===== config.mk =====
export PLATFORM = sky130hd
export DESIGN_NAME = csb_sharpen
export DESIGN_NICKNAME = d
export VERILOG_FILES = /design/src/design/csb_pkg.sv /design/src/design/csb_sharpen.sv
export SDC_FILE = /design/constraint.sdc
export NUM_CORES = 2
export LEC_CHECK = 0
export BUFFER_PORTS_ARGS = -buffer_cell sky130_fd_sc_hd__buf_4
export CORE_UTILIZATION = 55
export CTS_CLUSTER_DIAMETER = 150
export DETAILED_ROUTE_END_ITERATION = 16
export GPL_TIMING_DRIVEN = 0
export PLACE_DENSITY = 0.78
export RECOVER_POWER = 50
export SETUP_SLACK_MARGIN = 0.2
export SLEW_MARGIN = 20
export SYNTH_ARGS = -nofsm -noshare
export SYNTH_HDL_FRONTEND = slang
export SYNTH_SLANG_ARGS = --single-unit

===== constraint.sdc =====
create_clock -name i_clk -period 24.7 [get_ports i_clk]
set_input_delay 2.47 -clock i_clk [delete_from_list [all_inputs] [get_ports i_clk]]
set_output_delay 2.47 -clock i_clk [all_outputs]
set_load 0.02 [all_outputs]

===== src/design/csb_pkg.sv =====
`timescale 1ns / 1ps
// Shared constants, types and helpers of the CMYK sharpen and blend filter.
// No dependencies; all other files but csb_ram import this package.
package csb_pkg;

    localparam int MAX_LINE = 1024;
    localparam int CHANNELS = 4;
    localparam int CH_W     = 8;
    localparam int PX_W     = CHANNELS * CH_W;
    localparam int ADDR_W   = $clog2(MAX_LINE);

    localparam int LEN_W  = 11;
    localparam int CNT_W  = 16;
    localparam int BIAS_W = 9;
    localparam int AMT_W  = 9;
    localparam int PIX_W  = 10;

    localparam int APB_AW = 4;
    localparam int APB_DW = 32;

    // Result queue: up to three per word, at most one drained per cycle.
    localparam int MAX_RES = 3;
    localparam int Q_DEPTH = 8;
    localparam int Q_AW    = $clog2(Q_DEPTH);

    // Sharpen sum: 9*255 + 255 down to -8*255 - 256 fits in 13 signed bits.
    localparam int SUM_W = 13;
    // Blend sum: (256-a)*c + a*s stays below 2^16.
    localparam int BL_W  = 17;

    localparam logic [LEN_W-1:0] LEN_RESET = LEN_W'(1024);
    localparam logic [CNT_W-1:0] CNT_RESET = CNT_W'(1024);
    localparam logic [AMT_W-1:0] AMT_FULL  = AMT_W'(256);

    typedef enum logic [1:0] {
        REG_LINE_LENGTH,
        REG_LINE_COUNT,
        REG_BIAS,
        REG_BLEND_AMOUNT
    } t_reg_idx;

    typedef logic [PX_W-1:0] t_pixel;
    typedef t_pixel [8:0]    t_window;

    typedef struct packed {
        logic [ADDR_W-1:0]        last_col;
        logic [CNT_W-1:0]         last_row;
        logic signed [BIAS_W-1:0] bias;
        logic [AMT_W-1:0]         amount;
        logic                     restart;
    } t_cfg;

    // Which results a word produces and where it sits in the image.
    typedef struct packed {
        logic              a_en;
        logic              a_sharp;
        logic              b_en;
        logic              c_en;
        logic              last;
        logic [CNT_W-1:0]  row;
        logic [ADDR_W-1:0] col;
    } t_job;

    typedef struct packed {
        t_pixel           px;
        logic [CNT_W-1:0] line;
        logic [PIX_W-1:0] pos;
        logic             last;
    } t_result;

    typedef struct packed {
        logic [MAX_RES-1:0]    en;
        t_result [MAX_RES-1:0] res;
    } t_push;

    function automatic logic [CH_W-1:0] chan_of(input t_pixel px, input int ch);
        return px[ch*CH_W +: CH_W];
    endfunction

endpackage


===== src/design/csb_sharpen.sv =====
`timescale 1ns / 1ps
// Sharpen kernel with clamp (registered), then the blend with the center
// pixel that builds up to three results per word. Depends on csb_pkg.
module csb_sharpen import csb_pkg::*; (
    input  logic    i_clk,
    input  logic    i_rst_n,
    input  t_cfg    i_cfg,
    input  t_window i_window,
    input  logic    i_job_valid,
    input  t_job    i_job,
    output t_push   o_push
);

    logic   r_valid;
    t_job   r_job;
    t_pixel r_sharp;
    t_pixel r_ctr;
    t_pixel r_right;
    t_pixel r_new;
    t_pixel sharp;
    t_pixel blend;

    function automatic logic signed [SUM_W-1:0] widen(input logic [CH_W-1:0] v);
        return $signed({{(SUM_W-CH_W){1'b0}}, v});
    endfunction

    always_comb begin
        logic signed [SUM_W-1:0] acc;
        logic signed [SUM_W-1:0] ctr;
        sharp = '0;
        for (int ch = 0; ch < CHANNELS; ch++) begin
            ctr = widen(chan_of(i_window[4], ch));
            acc = (ctr <<< 3) + ctr + SUM_W'(i_cfg.bias);
            for (int k = 0; k < 9; k++) begin
                if (k != 4) begin
                    acc = acc - widen(chan_of(i_window[k], ch));
                end
            end
            if (acc < 0) begin
                sharp[ch*CH_W +: CH_W] = '0;
            end else if (acc > SUM_W'(255)) begin
                sharp[ch*CH_W +: CH_W] = '1;
            end else begin
                sharp[ch*CH_W +: CH_W] = acc[CH_W-1:0];
            end
        end
    end

    always_ff @(posedge i_clk) begin
        if (!i_rst_n) begin
            r_valid <= 1'b0;
        end else begin
            r_valid <= i_job_valid;
        end
    end

    always_ff @(posedge i_clk) begin
        if (i_job_valid) begin
            r_job   <= i_job;
            r_sharp <= sharp;
            r_ctr   <= i_window[4];
            r_right <= i_window[5];
            r_new   <= i_window[8];
        end
    end

    always_comb begin
        logic [AMT_W-1:0] inv;
        logic [BL_W-1:0]  mix;
        inv   = AMT_FULL - i_cfg.amount;
        blend = '0;
        for (int ch = 0; ch < CHANNELS; ch++) begin
            mix = BL_W'(inv) * BL_W'(chan_of(r_ctr, ch))
                + BL_W'(i_cfg.amount) * BL_W'(chan_of(r_sharp, ch));
            blend[ch*CH_W +: CH_W] = mix[CH_W +: CH_W];
        end
    end

    // Result order within a word: delayed pixel, end of line above, own pixel.
    always_comb begin
        o_push.en = r_valid ? {r_job.c_en, r_job.b_en, r_job.a_en} : '0;

        o_push.res[0].px   = r_job.a_sharp ? blend : r_ctr;
        o_push.res[0].line = r_job.row - CNT_W'(1);
        o_push.res[0].pos  = PIX_W'(r_job.col - ADDR_W'(1));
        o_push.res[0].last = 1'b0;

        o_push.res[1].px   = r_right;
        o_push.res[1].line = r_job.row - CNT_W'(1);
        o_push.res[1].pos  = PIX_W'(r_job.col);
        o_push.res[1].last = 1'b0;

        o_push.res[2].px   = r_new;
        o_push.res[2].line = r_job.row;
        o_push.res[2].pos  = PIX_W'(r_job.col);
        o_push.res[2].last = r_job.last;
    end

endmodule


==> flow_summary_export.csv <==
group,metric,value,unit
outcome,outcome,"finished with violations",
outcome,violations,"max-capacitance violations, max-slew violations",
routing,routed_wl,93800,um
floorplanning,fp.dieH,250,um
setup_path,end_kind,"primary output",
grt,grt_pass1_vias,26100,
setup_path,cp_common_cell,"fa_1",
setup_path,cp_slowest_cell,"o41ai_1",
synth,async_flop_share,0,%
worst_hold_path,hold_end,"o_push[118]$_DFFE_PP_",
floorplanning,rows,90,
routing,drt_iter0_markers,2080,
grt,grt.total_usage,30.7,%
sta,fmax,72.0,MHz
floorplanning,start_util,55.9,%
clock_tree,cts_max_level,4,
clock_tree,clockBufferDepth,2,
sta,setup_violations,0,
final_layout,fillers,5023,
floorplanning,die-area,0.0625,mm^2
synth,netlist_area,0.0339,mm^2
final_layout,drive_above_1_share,14.6,%
clock_tree,cts_resized,0,
place,routabilityCongestion,0.923,
synth,yosysTopAreaCell,"fa_1",
clock_tree,hold_buffers,0,
sta,final_max_slew_viol_count,165,
worst_hold_path,hold_path_class,"primary input to flop",
clock_tree,cts_sinks,160,
synth,ys_types,74,
clock_tree,cts_post_setup_buffers_inserted,0,
sta,hold_slack,2.19,ns
job,cap_violations,3,
sta,worst_pin_slew,3.29,ns
synth,syn-instance-count,3353,
grt,grt_first_pass_wirelength,144000,um
clock_tree,cts_tree,"yes",
floorplanning,core_area,0.0606,mm^2
routing,wl_per_cell,20.0,um
floorplanning,die_w,250,um
routing,post-route-drc-count,0,
sta,slew_headroom,-120,%
worst_hold_path,hp-start,"i_job[26]",
routing,vias_per_cell,5.32,
sta,hold_violations,0,
synth,yosysTopAreaCellShare,41.2,%
synth,ys.flop_type,"edfxtp_1",
setup_path,cp.required,22.23,ns
synth,ys_top_cells_by_area,"fa_1 41%, edfxtp_1 14%, ha_1 12%",
routing,routed-via-count,24900,
sta,fin_tns_setup,0,ns
synth,ys_ff_latch,160,
synth,ys.warnings.count,0,
sta,fin_crit,13.90,ns
synth,yosysSeqAreaShare,14.2,%
setup_path,start_kind,"primary input",
grt,overflow,0,
setup_path,path_max_fanout,10,
grt,grt_max_degree,61,
final_layout,nets,5267,
final_layout,fin_area,0.0389,mm^2
synth,synth_edf_count,159,
clock_tree,cts_root_buf,"clkbuf_16",
place,io_buffers,510,
setup_path,critical_path_class,"primary input to primary output",
place,placed_area,0.0387,mm^2
setup_path,crit_arrival,11.43,ns
synth,synth_most_common_cell,"inv_1",
routing,drtPass1Iterations,5,
synth,avgSynthCellArea,10.1,um^2
setup_path,critPathMaxStageDelay,0.67,ns
floorplanning,ioPinCount,547,
sta,rsz0062_at_grt,"false",
place,hpwl,79600,um
clock_tree,clk_pin_slew,0.07,ns
worst_hold_path,holdPathStages,1,
setup_path,startpoint,"i_cfg[1]",
final_layout,areaGrowthSynthToFinish,15.0,%
clock_tree,cts_buffers,17,
grt,antenna_found_initial,9,
routing,detail-route-antenna-nets,0,
synth,synth_top_cells_by_count,"813 x inv_1, 696 x fa_1, 335 x nand2_1, 319 x ha_1, 286 x and2_1",
sta,fin_crit_sh,56.3,%
-- stage by stage --
step / std cells / worst slack (ns) / util (%)
floorplan: 3354 / 12.99 / -
global placement: 4646 / 11.16 / 63.8
detailed placement: 4648 / 11.03 / 63.9
CTS: 4680 / 10.96 / 64.9
global route: 4682 / 10.63 / 64.3
finish: 4683 / 10.80 / 64.3
-- worst max-delay path: cells and delay by family --
kind                     cells  cell delay (ns)
adder cells (fa/ha/maj)      8             3.72
XOR/XNOR                     1             0.39
AO/OA/AOI/OAI                6             1.66
buffers and inverters        9             1.94
AND/OR/NAND/NOR              5             1.22
-- cells by family after synthesis --
kind of cell	after synthesis	share of synthesized area [%]
AO/OA/AOI/OAI	234	4.82
XOR/XNOR	147	3.91
adder cells (fa/ha/maj)	1019	53.1
buffers and inverters	978	11.5
flip-flops	160	14.2
multiplexers	28	0.924
other	1	0.0111
AND/OR/NAND/NOR	786	11.6
-- flip-flops by register name, summed over array words and instances (netlist names) --
register  cells
o_push       27
r_ctr        32
r_job         4
r_sharp      32
r_right      32
r_valid       1
r_new        32
-- layout make-up --
| cell class | instances | area [um^2] | share of cell area (%) |
|---|---|---|---|
| clock inverters | 11 | 130 | 0.334 |
| flip-flops and latches | 160 | 4790 | 12.3 |
| clock buffers | 21 | 460 | 1.18 |
| repair buffers | 512 | 3500 | 8.99 |
| inverters | 813 | 3050 | 7.84 |
| plain buffers | 165 | 840 | 2.16 |
| multi-input cells | 2216 | 25200 | 64.7 |
| diodes | 3 | 7.51 | 0.0193 |
| well taps | 782 | 978 | 2.51 |
-- worst max-delay path by stage --
| stage | to | slack [ns] | depth (start not counted) |
|---|---|---|---|
| floorplan | o_push[58] | 12.99 | 27 |
| global placement | o_push[58] | 11.16 | 28 |
| detailed placement | o_push[58] | 11.03 | 28 |
| CTS | o_push[58] | 10.96 | 29 |
| global route | o_push[58] | 10.63 | 29 |
| finish | o_push[58] | 10.80 | 29 |
-- layer usage --
layer / wire length (um) / GRT usage, % / up-vias
li1: - / - / 11100
met1: 36500 / 39.8 / 12500
met2: 46000 / 51.7 / 1031
met3: 7420 / 5.50 / 189
met4: 3790 / 11.6 / 10
met5: 60 / 0 / -
-- layout by cell type, fill, tap and decap left out, drive strengths merged, types with 26 or more instances in the layout --
cell type	synthesis	layout
buf	82	465
xor2	42	42
o21a	43	43
nand2	336	336
nor2	60	60
ha	319	319
xnor2	103	103
inv	813	816
a21oi	67	67
clkbuf	83	233
edfxtp	159	159
mux2	26	26
nor3	36	36
and2	286	286
o21ai	39	39
fa	696	696
Power is left out: the tool's default activity adds up to more than one toggle a clock period on the data nets, which glitch-free logic cannot reach.
