===== src/design/csb_pkg.sv =====
`timescale 1ns / 1ps
// Shared constants, types and helpers of the CMYK sharpen and blend filter.
// No dependencies; all other files but csb_ram import this package.
package csb_pkg;

    localparam int MAX_LINE = 1024;
    localparam int CHANNELS = 4;
    localparam int CH_W     = 8;
    localparam int PX_W     = CHANNELS * CH_W;
    localparam int ADDR_W   = $clog2(MAX_LINE);

    localparam int LEN_W  = 11;
    localparam int CNT_W  = 16;
    localparam int BIAS_W = 9;
    localparam int AMT_W  = 9;
    localparam int PIX_W  = 10;

    localparam int APB_AW = 4;
    localparam int APB_DW = 32;

    // Result queue: up to three per word, at most one drained per cycle.
    localparam int MAX_RES = 3;
    localparam int Q_DEPTH = 8;
    localparam int Q_AW    = $clog2(Q_DEPTH);

    // Sharpen sum: 9*255 + 255 down to -8*255 - 256 fits in 13 signed bits.
    localparam int SUM_W = 13;
    // Blend sum: (256-a)*c + a*s stays below 2^16.
    localparam int BL_W  = 17;

    localparam logic [LEN_W-1:0] LEN_RESET = LEN_W'(1024);
    localparam logic [CNT_W-1:0] CNT_RESET = CNT_W'(1024);
    localparam logic [AMT_W-1:0] AMT_FULL  = AMT_W'(256);

    typedef enum logic [1:0] {
        REG_LINE_LENGTH,
        REG_LINE_COUNT,
        REG_BIAS,
        REG_BLEND_AMOUNT
    } t_reg_idx;

    typedef logic [PX_W-1:0] t_pixel;
    typedef t_pixel [8:0]    t_window;

    typedef struct packed {
        logic [ADDR_W-1:0]        last_col;
        logic [CNT_W-1:0]         last_row;
        logic signed [BIAS_W-1:0] bias;
        logic [AMT_W-1:0]         amount;
        logic                     restart;
    } t_cfg;

    // Which results a word produces and where it sits in the image.
    typedef struct packed {
        logic              a_en;
        logic              a_sharp;
        logic              b_en;
        logic              c_en;
        logic              last;
        logic [CNT_W-1:0]  row;
        logic [ADDR_W-1:0] col;
    } t_job;

    typedef struct packed {
        t_pixel           px;
        logic [CNT_W-1:0] line;
        logic [PIX_W-1:0] pos;
        logic             last;
    } t_result;

    typedef struct packed {
        logic [MAX_RES-1:0]    en;
        t_result [MAX_RES-1:0] res;
    } t_push;

    function automatic logic [CH_W-1:0] chan_of(input t_pixel px, input int ch);
        return px[ch*CH_W +: CH_W];
    endfunction

endpackage


===== src/design/csb_cfg.sv =====
`timescale 1ns / 1ps
// APB register file: geometry, bias and blend amount, with effective values.
// Depends on csb_pkg.
module csb_cfg import csb_pkg::*; (
    input  logic              i_clk,
    input  logic              i_rst_n,
    input  logic              i_psel,
    input  logic              i_penable,
    input  logic              i_pwrite,
    input  logic [APB_AW-1:0] i_paddr,
    input  logic [APB_DW-1:0] i_pwdata,
    output logic [APB_DW-1:0] o_prdata,
    output t_cfg              o_cfg
);

    logic [LEN_W-1:0]  r_len;
    logic [CNT_W-1:0]  r_cnt;
    logic [BIAS_W-1:0] r_bias;
    logic [AMT_W-1:0]  r_amt;
    logic              wr;
    t_reg_idx          idx;

    assign wr  = i_psel & i_penable & i_pwrite;
    assign idx = t_reg_idx'(i_paddr[APB_AW-1:2]);

    always_ff @(posedge i_clk) begin
        if (!i_rst_n) begin
            r_len  <= LEN_RESET;
            r_cnt  <= CNT_RESET;
            r_bias <= '0;
            r_amt  <= AMT_FULL;
        end else if (wr) begin
            unique case (idx)
                REG_LINE_LENGTH:  r_len  <= i_pwdata[LEN_W-1:0];
                REG_LINE_COUNT:   r_cnt  <= i_pwdata[CNT_W-1:0];
                REG_BIAS:         r_bias <= i_pwdata[BIAS_W-1:0];
                REG_BLEND_AMOUNT: r_amt  <= i_pwdata[AMT_W-1:0];
            endcase
        end
    end

    always_comb begin
        unique case (idx)
            REG_LINE_LENGTH:  o_prdata = APB_DW'(r_len);
            REG_LINE_COUNT:   o_prdata = APB_DW'(r_cnt);
            REG_BIAS:         o_prdata = APB_DW'(r_bias);
            REG_BLEND_AMOUNT: o_prdata = APB_DW'(r_amt);
        endcase
    end

    // Lengths are clamped to 3..MAX_LINE, counts to at least 3, blend to 256.
    always_comb begin
        int len;
        len = int'(r_len);
        if (len < 3) begin
            len = 3;
        end
        if (len > MAX_LINE) begin
            len = MAX_LINE;
        end
        o_cfg.last_col = ADDR_W'(len - 1);
        o_cfg.last_row = (r_cnt < CNT_W'(3)) ? CNT_W'(2) : r_cnt - CNT_W'(1);
        o_cfg.bias     = $signed(r_bias);
        o_cfg.amount   = (r_amt > AMT_FULL) ? AMT_FULL : r_amt;
        o_cfg.restart  = wr && (idx == REG_LINE_LENGTH || idx == REG_LINE_COUNT);
    end

endmodule


===== config.mk =====
export PLATFORM = sky130hd
export DESIGN_NAME = csb_cfg
export DESIGN_NICKNAME = d
export VERILOG_FILES = /design/src/design/csb_pkg.sv /design/src/design/csb_cfg.sv
export SDC_FILE = /design/constraint.sdc
export NUM_CORES = 1
export LEC_CHECK = 0
export BUFFER_PORTS_ARGS = -buffer_cell sky130_fd_sc_hd__buf_2
export CELL_PAD_IN_SITES_DETAIL_PLACEMENT = 2
export CELL_PAD_IN_SITES_GLOBAL_PLACEMENT = 2
export CORE_ASPECT_RATIO = 0.8
export CORE_UTILIZATION = 28
export CTS_CLUSTER_DIAMETER = 60
export DETAILED_ROUTE_END_ITERATION = 12
export PLACE_DENSITY_LB_ADDON = 0.2
export SYNTH_ARGS = -nofsm -noshare
export SYNTH_HDL_FRONTEND = slang
export SYNTH_SLANG_ARGS = --single-unit

===== constraint.sdc =====
create_clock -name i_clk -period 5.6 [get_ports i_clk]
set_input_delay 1.12 -clock i_clk [delete_from_list [all_inputs] [get_ports i_clk]]
set_output_delay 1.12 -clock i_clk [all_outputs]
set_load 0.005 [all_outputs]

==> impl_results.md, run 1 <==
* Via count at 2609
* Status: complete, no violations
* Clock transition at path regs at 0.07 ns
* Commonest non-fill, non-tap cell in the layout: buf_2
* CTS sink count at 45
* Synth top area cells: dfxtp_1 34%, nand3_1 9.3%, o21ai_0 9.1%
* Syn Area/Cell at 8.233 um^2
* Slowest cell delay on critical path at 0.56 ns
* Biggest area consumer among synthesized cells: dfxtp_1
* Crit path launch type: flop
* IO Count at 118
* Critical Path RT at 4.48 ns
* Crit Path Class: flop to primary output
* Period utilization at 68.58%
* Layout cells sized above 1 at 27.91%
* # rows at 31
* Post-synthesis sequential area ratio at 34.30%
* FF+latch area at 900.9 um^2
* Clk_lat worst skew at 0.29 ns
* CTS tree: yes
* Arr. time, crit path at 2.72 ns
* Fin nets at 430
* PortBufs at 83
* Yosys Warn Count at 0
* Mapped Cells at 319
* GR Overflow Total at 0
* Worst hold path class: flop to flop
* Hold Fails Final Rpt at 0
* Placed insts at 494
* Max Slew Vio Count at 0
* Pleak at 1.378 nW
* Crit path max fanout at 8
* Fmax at 0.2604 GHz
* Area of the multi-input gates at 1544 um^2
* Worst slew pin tran at 1.089 ns
* Iteration-0 DRC Markers at 70
* # diodes at 0
* DPL Wire Length at 6.391 mm
* # H-tree levels at 2
* CTS root buf: clkbuf_16
* CTS Buf Count at 5
* Top-area cell type share of the netlist area at 34.30%
* Final Critical Period at 3.840 ns
* Min Hold Slack at 0.4897 ns
* Largest net degree at the start of global routing at 61
* Area Growth Syn to Fin at 20.82%
* Die width at 110.3 um
* Via-to-Cell Ratio at 5.197
* Crit. Startpoint: r_len[6]
* PostCTS Resize Cnt at 0
* Peak VDD IR at 120.2 uV
* Fill cells at 1070
* Post-Layout Cell Count at 502
* Slowest cell on the critical path: or4_1
* Post-CTS setup buffer count at 0
* RSZ-0062 raised after global routing: false
* Core footprint at 9076 um^2
* Rel. slew slack at 27.43%
* Hold_buf cts at 0
* DR pass1 iterations at 4
* Pwr dens at 223.8 nW/um^2
* Total Wirelength at 8.665 mm
* Setup-failing EPs final at 0
* Die height at 88.63 um
* Max cap viols at 0
* RD Place Congestion at 0.7692
* Reg2Reg Launch Point: r_amt[8]
* DRC at 0
* First-pass GRT wire length at 13.43 mm
* Synthesized flop and latch total at 45
* Cell Area, Synth at 2626 um^2
* Longest Clk Path Bufs at 2
* Gr usage total at 18.35%
* CP Capture Type: primary output
* Min-delay src: r_bias[2]
* Worst-path cell chain: or4_1 > nor4_1 > nor2b_1 > o21ai_0 > ha_1 > nand3_1 > o311ai_0 > o211ai_1 > buf_2
* Most frequent cells in the layout: 83 x buf_2, 49 x nand3_1, 48 x o21ai_0
* Layout Skew at 0 ns
* Die ar. at 9774 um^2
* Initial antenna violation count at 0
* Netlist cell types at 39
* Setup TNS at 0 ns
* Vias in the first global route at 2518
* Post-route ant nets at 0
* WL/cell at 17.26 um
* Starting density of the core at 28.94%
through the flow:
step / cell area (um^2) / total power [mW] / utilization [%] / setup WS, ns
floorplan: 2683 / 0.3929 / - / 2.315
global placement: 3023 / 0.4160 / 33.31 / 2.124
detailed placement: 3023 / 0.4178 / 33.31 / 2.038
CTS: 3173 / 0.7216 / 34.96 / 1.712
global route: 3173 / 0.7427 / 34.96 / 1.503
finish: 3173 / 0.7102 / 34.96 / 1.760
power by group:
| part | total (mW) | internal [mW] | switching, mW |
|---|---|---|---|
| Combinational | 0.0783 | 0.0315 | 0.0468 |
| Sequential | 0.331 | 0.324 | 0.00685 |
| Clock | 0.301 | 0.169 | 0.132 |
worst max-delay path: cells and delay by family (launching register included):
| kind | cells | cell delay [ns] |
|---|---|---|
| AO/OA/AOI/OAI | 3 | 0.39 |
| adder cells (fa/ha/maj) | 1 | 0.29 |
| buffers and inverters | 1 | 0.14 |
| flip-flops | 1 | 0.41 |
| AND/OR/NAND/NOR | 4 | 1.22 |
cell families after synthesis:
group                      after synthesis  share of synthesized area, %
xor gates and xnor gates                 9                         3.002
adders and majority gates                3                         1.429
and+or+nand+nor                        139                         28.54
DFF                                     45                         34.30
buffers and inverters                   43                         9.052
other                                    1                        0.1428
AOI/OAI and AO/OA                       64                         13.44
muxes                                   15                         10.10
state kept, by name (all words and copies together), names as in the netlist:
name and flops:
r_bias 9, r_amt 9, r_len 11, r_cnt 16
Yosys cell counts (all sizes together):
library cell / n
nor2b: 11
nand3: 49
nand3b: 1
and4b: 1
and2: 5
xor2: 3
o21bai: 1
inv: 5
and3: 1
buf: 24
o21ai: 48
nor4: 5
conb: 1
and4: 1
clkbuf: 14
nor2: 23
mux4: 9
a21oi: 6
or4: 7
nor3: 3
mux2: 2
ha: 3
or3: 6
a211o: 1
o31ai: 3
o311ai: 2
xnor2: 6
dfxtp: 45
nand2: 24
nand2b: 2
o211ai: 2
o41a: 1
mux2i: 4
path summary, 6_finish.rpt:
check	end	slack (ns)	depth (start not counted)
min	r_bias[2]	0.49	2
max	o_cfg[43]	1.76	9
max reg2reg	r_amt[8]	4.66	2
min reg2reg	r_bias[2]	0.49	2
area by class of cell:
type                       instances  area share, %
clock buffer                       5          3.943
clock inverter                     3         0.7886
inverter                           5         0.5915
multi-input combinational        246          48.66
sequential                        45          28.39
tap                              115          4.535
timing repair buffer              83          13.09
per-layer routing:
| metal | routed length [um] | up-vias | global-route usage [%] |
|---|---|---|---|
| met5 | 0 | - | 0 |
| li1 | - | 1243 | - |
| met3 | 284 | 8 | 2.504 |
| met4 | 71 | 0 | 4.306 |
| met2 | 4162 | 56 | 31.00 |
| met1 | 4147 | 1302 | 24.88 |
No activity file was read; power rests on OpenSTA's default activity.
==> inputs of run 2 (changes only) <==
--- a/config.mk
+++ b/config.mk
@@ -9,7 +9,7 @@
 export CELL_PAD_IN_SITES_DETAIL_PLACEMENT = 2
 export CELL_PAD_IN_SITES_GLOBAL_PLACEMENT = 2
 export CORE_ASPECT_RATIO = 0.8
-export CORE_UTILIZATION = 28
+export CORE_UTILIZATION = 26
 export CTS_CLUSTER_DIAMETER = 60
 export DETAILED_ROUTE_END_ITERATION = 12
 export PLACE_DENSITY_LB_ADDON = 0.2
==> constraint.sdc (replaced) <==
create_clock -name i_clk -period 3.9 [get_ports i_clk]
set_input_delay 0.78 -clock i_clk [delete_from_list [all_inputs] [get_ports i_clk]]
set_output_delay 0.78 -clock i_clk [all_outputs]
set_load 0.005 [all_outputs]
==> impl_results.md, run 2 (synthesis results as in run 1) <==
* Die height at 91.90 um (was 88.63 um)
* Largest net degree at the start of global routing at 33 (was 61)
* CTS root buf: clkbuf_16 (unchanged)
* Arr. time, crit path at 2.80 ns (was 2.72 ns)
* Layout Skew at 0 ns (unchanged)
* Peak VDD IR at 162.4 uV (was 120.2 uV)
* PortBufs at 83 (unchanged)
* Layout cells sized above 1 at 27.91% (unchanged)
* Crit Path Class: flop to primary output (unchanged)
* Iteration-0 DRC Markers at 114 (was 70)
* CTS Buf Count at 5 (unchanged)
* Die ar. at 10510 um^2 (was 9774 um^2)
* Total chip power at 1.064 mW (was 0.7102 mW)
* GR Overflow Total at 0 (unchanged)
* Crit path launch type: flop (unchanged)
* Die width at 114.4 um (was 110.3 um)
* PostCTS Resize Cnt at 0 (unchanged)
* RSZ-0062 raised after global routing: false (unchanged)
* RD Place Congestion at 0.7422 (was 0.7692)
* Commonest non-fill, non-tap cell in the layout: buf_2 (unchanged)
* Fmax at 0.2797 GHz
* CP top delay family: simple AND/OR/NAND/NOR gates (unchanged)
* Setup TNS at 0 ns (unchanged)
* Crit path max fanout at 8 (unchanged)
* Worst slew pin tran at 0.9206 ns (was 1.089 ns)
* Max reg flops at 16 (unchanged)
* Max cap viols at 0 (unchanged)
* Status: complete, no violations (unchanged)
* Area Growth Syn to Fin at 22.49% (was 20.82%)
* Pwr dens at 330.8 nW/um^2 (was 223.8 nW/um^2)
* Vias in the first global route at 2621 (was 2518)
* CTS sink count at 45 (unchanged)
* Post-route ant nets at 0 (unchanged)
* DPL Wire Length at 6.739 mm (was 6.391 mm)
* Final Critical Period at 3.576 ns
* Clk_lat worst skew at 0.28 ns (was 0.29 ns)
* # rows at 32 (was 31)
* Slowest cell on the critical path: or4_1 (unchanged)
* Gr usage total at 17.87% (was 18.35%)
* Slowest cell delay on critical path at 0.58 ns (was 0.56 ns)
* # diodes at 0 (unchanged)
* Core footprint at 9729 um^2 (was 9076 um^2)
* Via-to-Cell Ratio at 4.881 (was 5.197)
* Total Wirelength at 8.911 mm (was 8.665 mm)
* # H-tree levels at 2 (unchanged)
* Longest Clk Path Bufs at 2 (unchanged)
* IO Count at 118 (unchanged)
* Worst hold path class: flop to flop (unchanged)
* Most frequent cells in the layout: 83 x buf_2, 49 x nand3_1, 48 x o21ai_0 (unchanged)
* Final Util at 33.06% (was 34.96%)
* Worst-path cell chain: or4_1 > nor4_1 > nor2b_1 > o21ai_0 > ha_1 > nand3_1 > o311ai_0 > o211ai_1 > buf_2 (unchanged)
* FF-to-FF setup slack at 2.93 ns (was 4.66 ns)
* Fin nets at 431 (was 430)
* DRC at 0 (unchanged)
* Pleak at 1.391 nW (was 1.378 nW)
* Initial antenna violation count at 0 (unchanged)
* Post-CTS setup buffer count at 0 (unchanged)
* Setup-failing EPs final at 0 (unchanged)
* WP buf/inv at 1 (unchanged)
* WL/cell at 17.04 um (was 17.26 um)
* Hold Fails Final Rpt at 0 (unchanged)
* First-pass GRT wire length at 14.32 mm (was 13.43 mm)
* Hold_buf cts at 0 (unchanged)
* Rel. slew slack at 38.48% (was 27.43%)
* DR pass1 iterations at 4 (unchanged)
* Max Slew Vio Count at 0 (unchanged)
* Reg with most FFs: r_cnt (unchanged)
* Critical Path RT at 3.12 ns (was 4.48 ns)
* Clock transition at path regs at 0.06 ns (was 0.07 ns)
* Regs by FF count: r_cnt (16), r_len (11) (unchanged)
* Via count at 2553 (was 2609)
* Starting density of the core at 26.99% (was 28.94%)
* CP Capture Type: primary output (unchanged)
* CTS tree: yes (unchanged)
* Period utilization at 91.69%
-- run 2: cell count changes in the layout (fill, tap and decap cells not counted) --
| cell | before | now |
|---|---|---|
| bufinv_16 | 0 | 1 |
| buf_4 | 0 | 1 |
| clkinvlp_4 | 1 | 0 |
| inv_6 | 2 | 0 |
| clkinv_2 | 0 | 1 |
-- run 2: final cells by class --
type / count / area, um^2
flip-flops and latches: 45 / 900.9
repair buffers: 84 / 422.9
clock buffers: 5 / 125.1
fillers: 1166 / 6513
multi-input cells: 246 / 1544
inverters: 5 / 18.77
clock inverters: 2 / 35.03
well taps: 136 / 170.2
-- run 2: stage by stage --
stage | std cells | hold WS [ns] | area [um^2] | worst slack, ns
3_3_place_gp | 516 | 0.4766 | 3057 | 0.7781
3_5_place_dp | 516 | 0.4894 | 3057 | 0.6501
4_1_cts | 523 | 0.4998 | 3217 | 0.3259
2_1_floorplan | 334 | 0.4534 | 2683 | 1.091
5_1_grt | 523 | 0.5200 | 3217 | 0.1346
6_report | 523 | 0.4946 | 3217 | 0.3241
-- run 2: power by group --
group	internal, mW	leakage (nW)	switching (mW)
sequential	0.466	0.363	0.00991
combinational	0.0458	0.948	0.0680
clock	0.298	0.0797	0.177
-- run 2: path summary, 6_finish.rpt --
kind | from | endpoint | depth (start not counted)
max | r_len[6] | o_cfg[43] | 9
min | r_bias[5] | r_bias[5] | 2
max reg2reg | r_amt[8] | r_amt[8] | 2
min reg2reg | r_bias[5] | r_bias[5] | 2
-- run 2: routing by layer --
layer | vias up | share of wire [%] | track usage [%]
li1 | 1237 | - | -
met1 | 1266 | 49 | 24.57
met2 | 48 | 48 | 29.44
met3 | 2 | 2.8 | 2.842
met4 | 0 | 0.45 | 3.680
met5 | - | 0 | 0
-- run 2: tightest hold or removal path: stages (launching register included) --
cell     delay, ns
dfxtp_1       0.31
nand3_1       0.06
o21ai_0       0.07
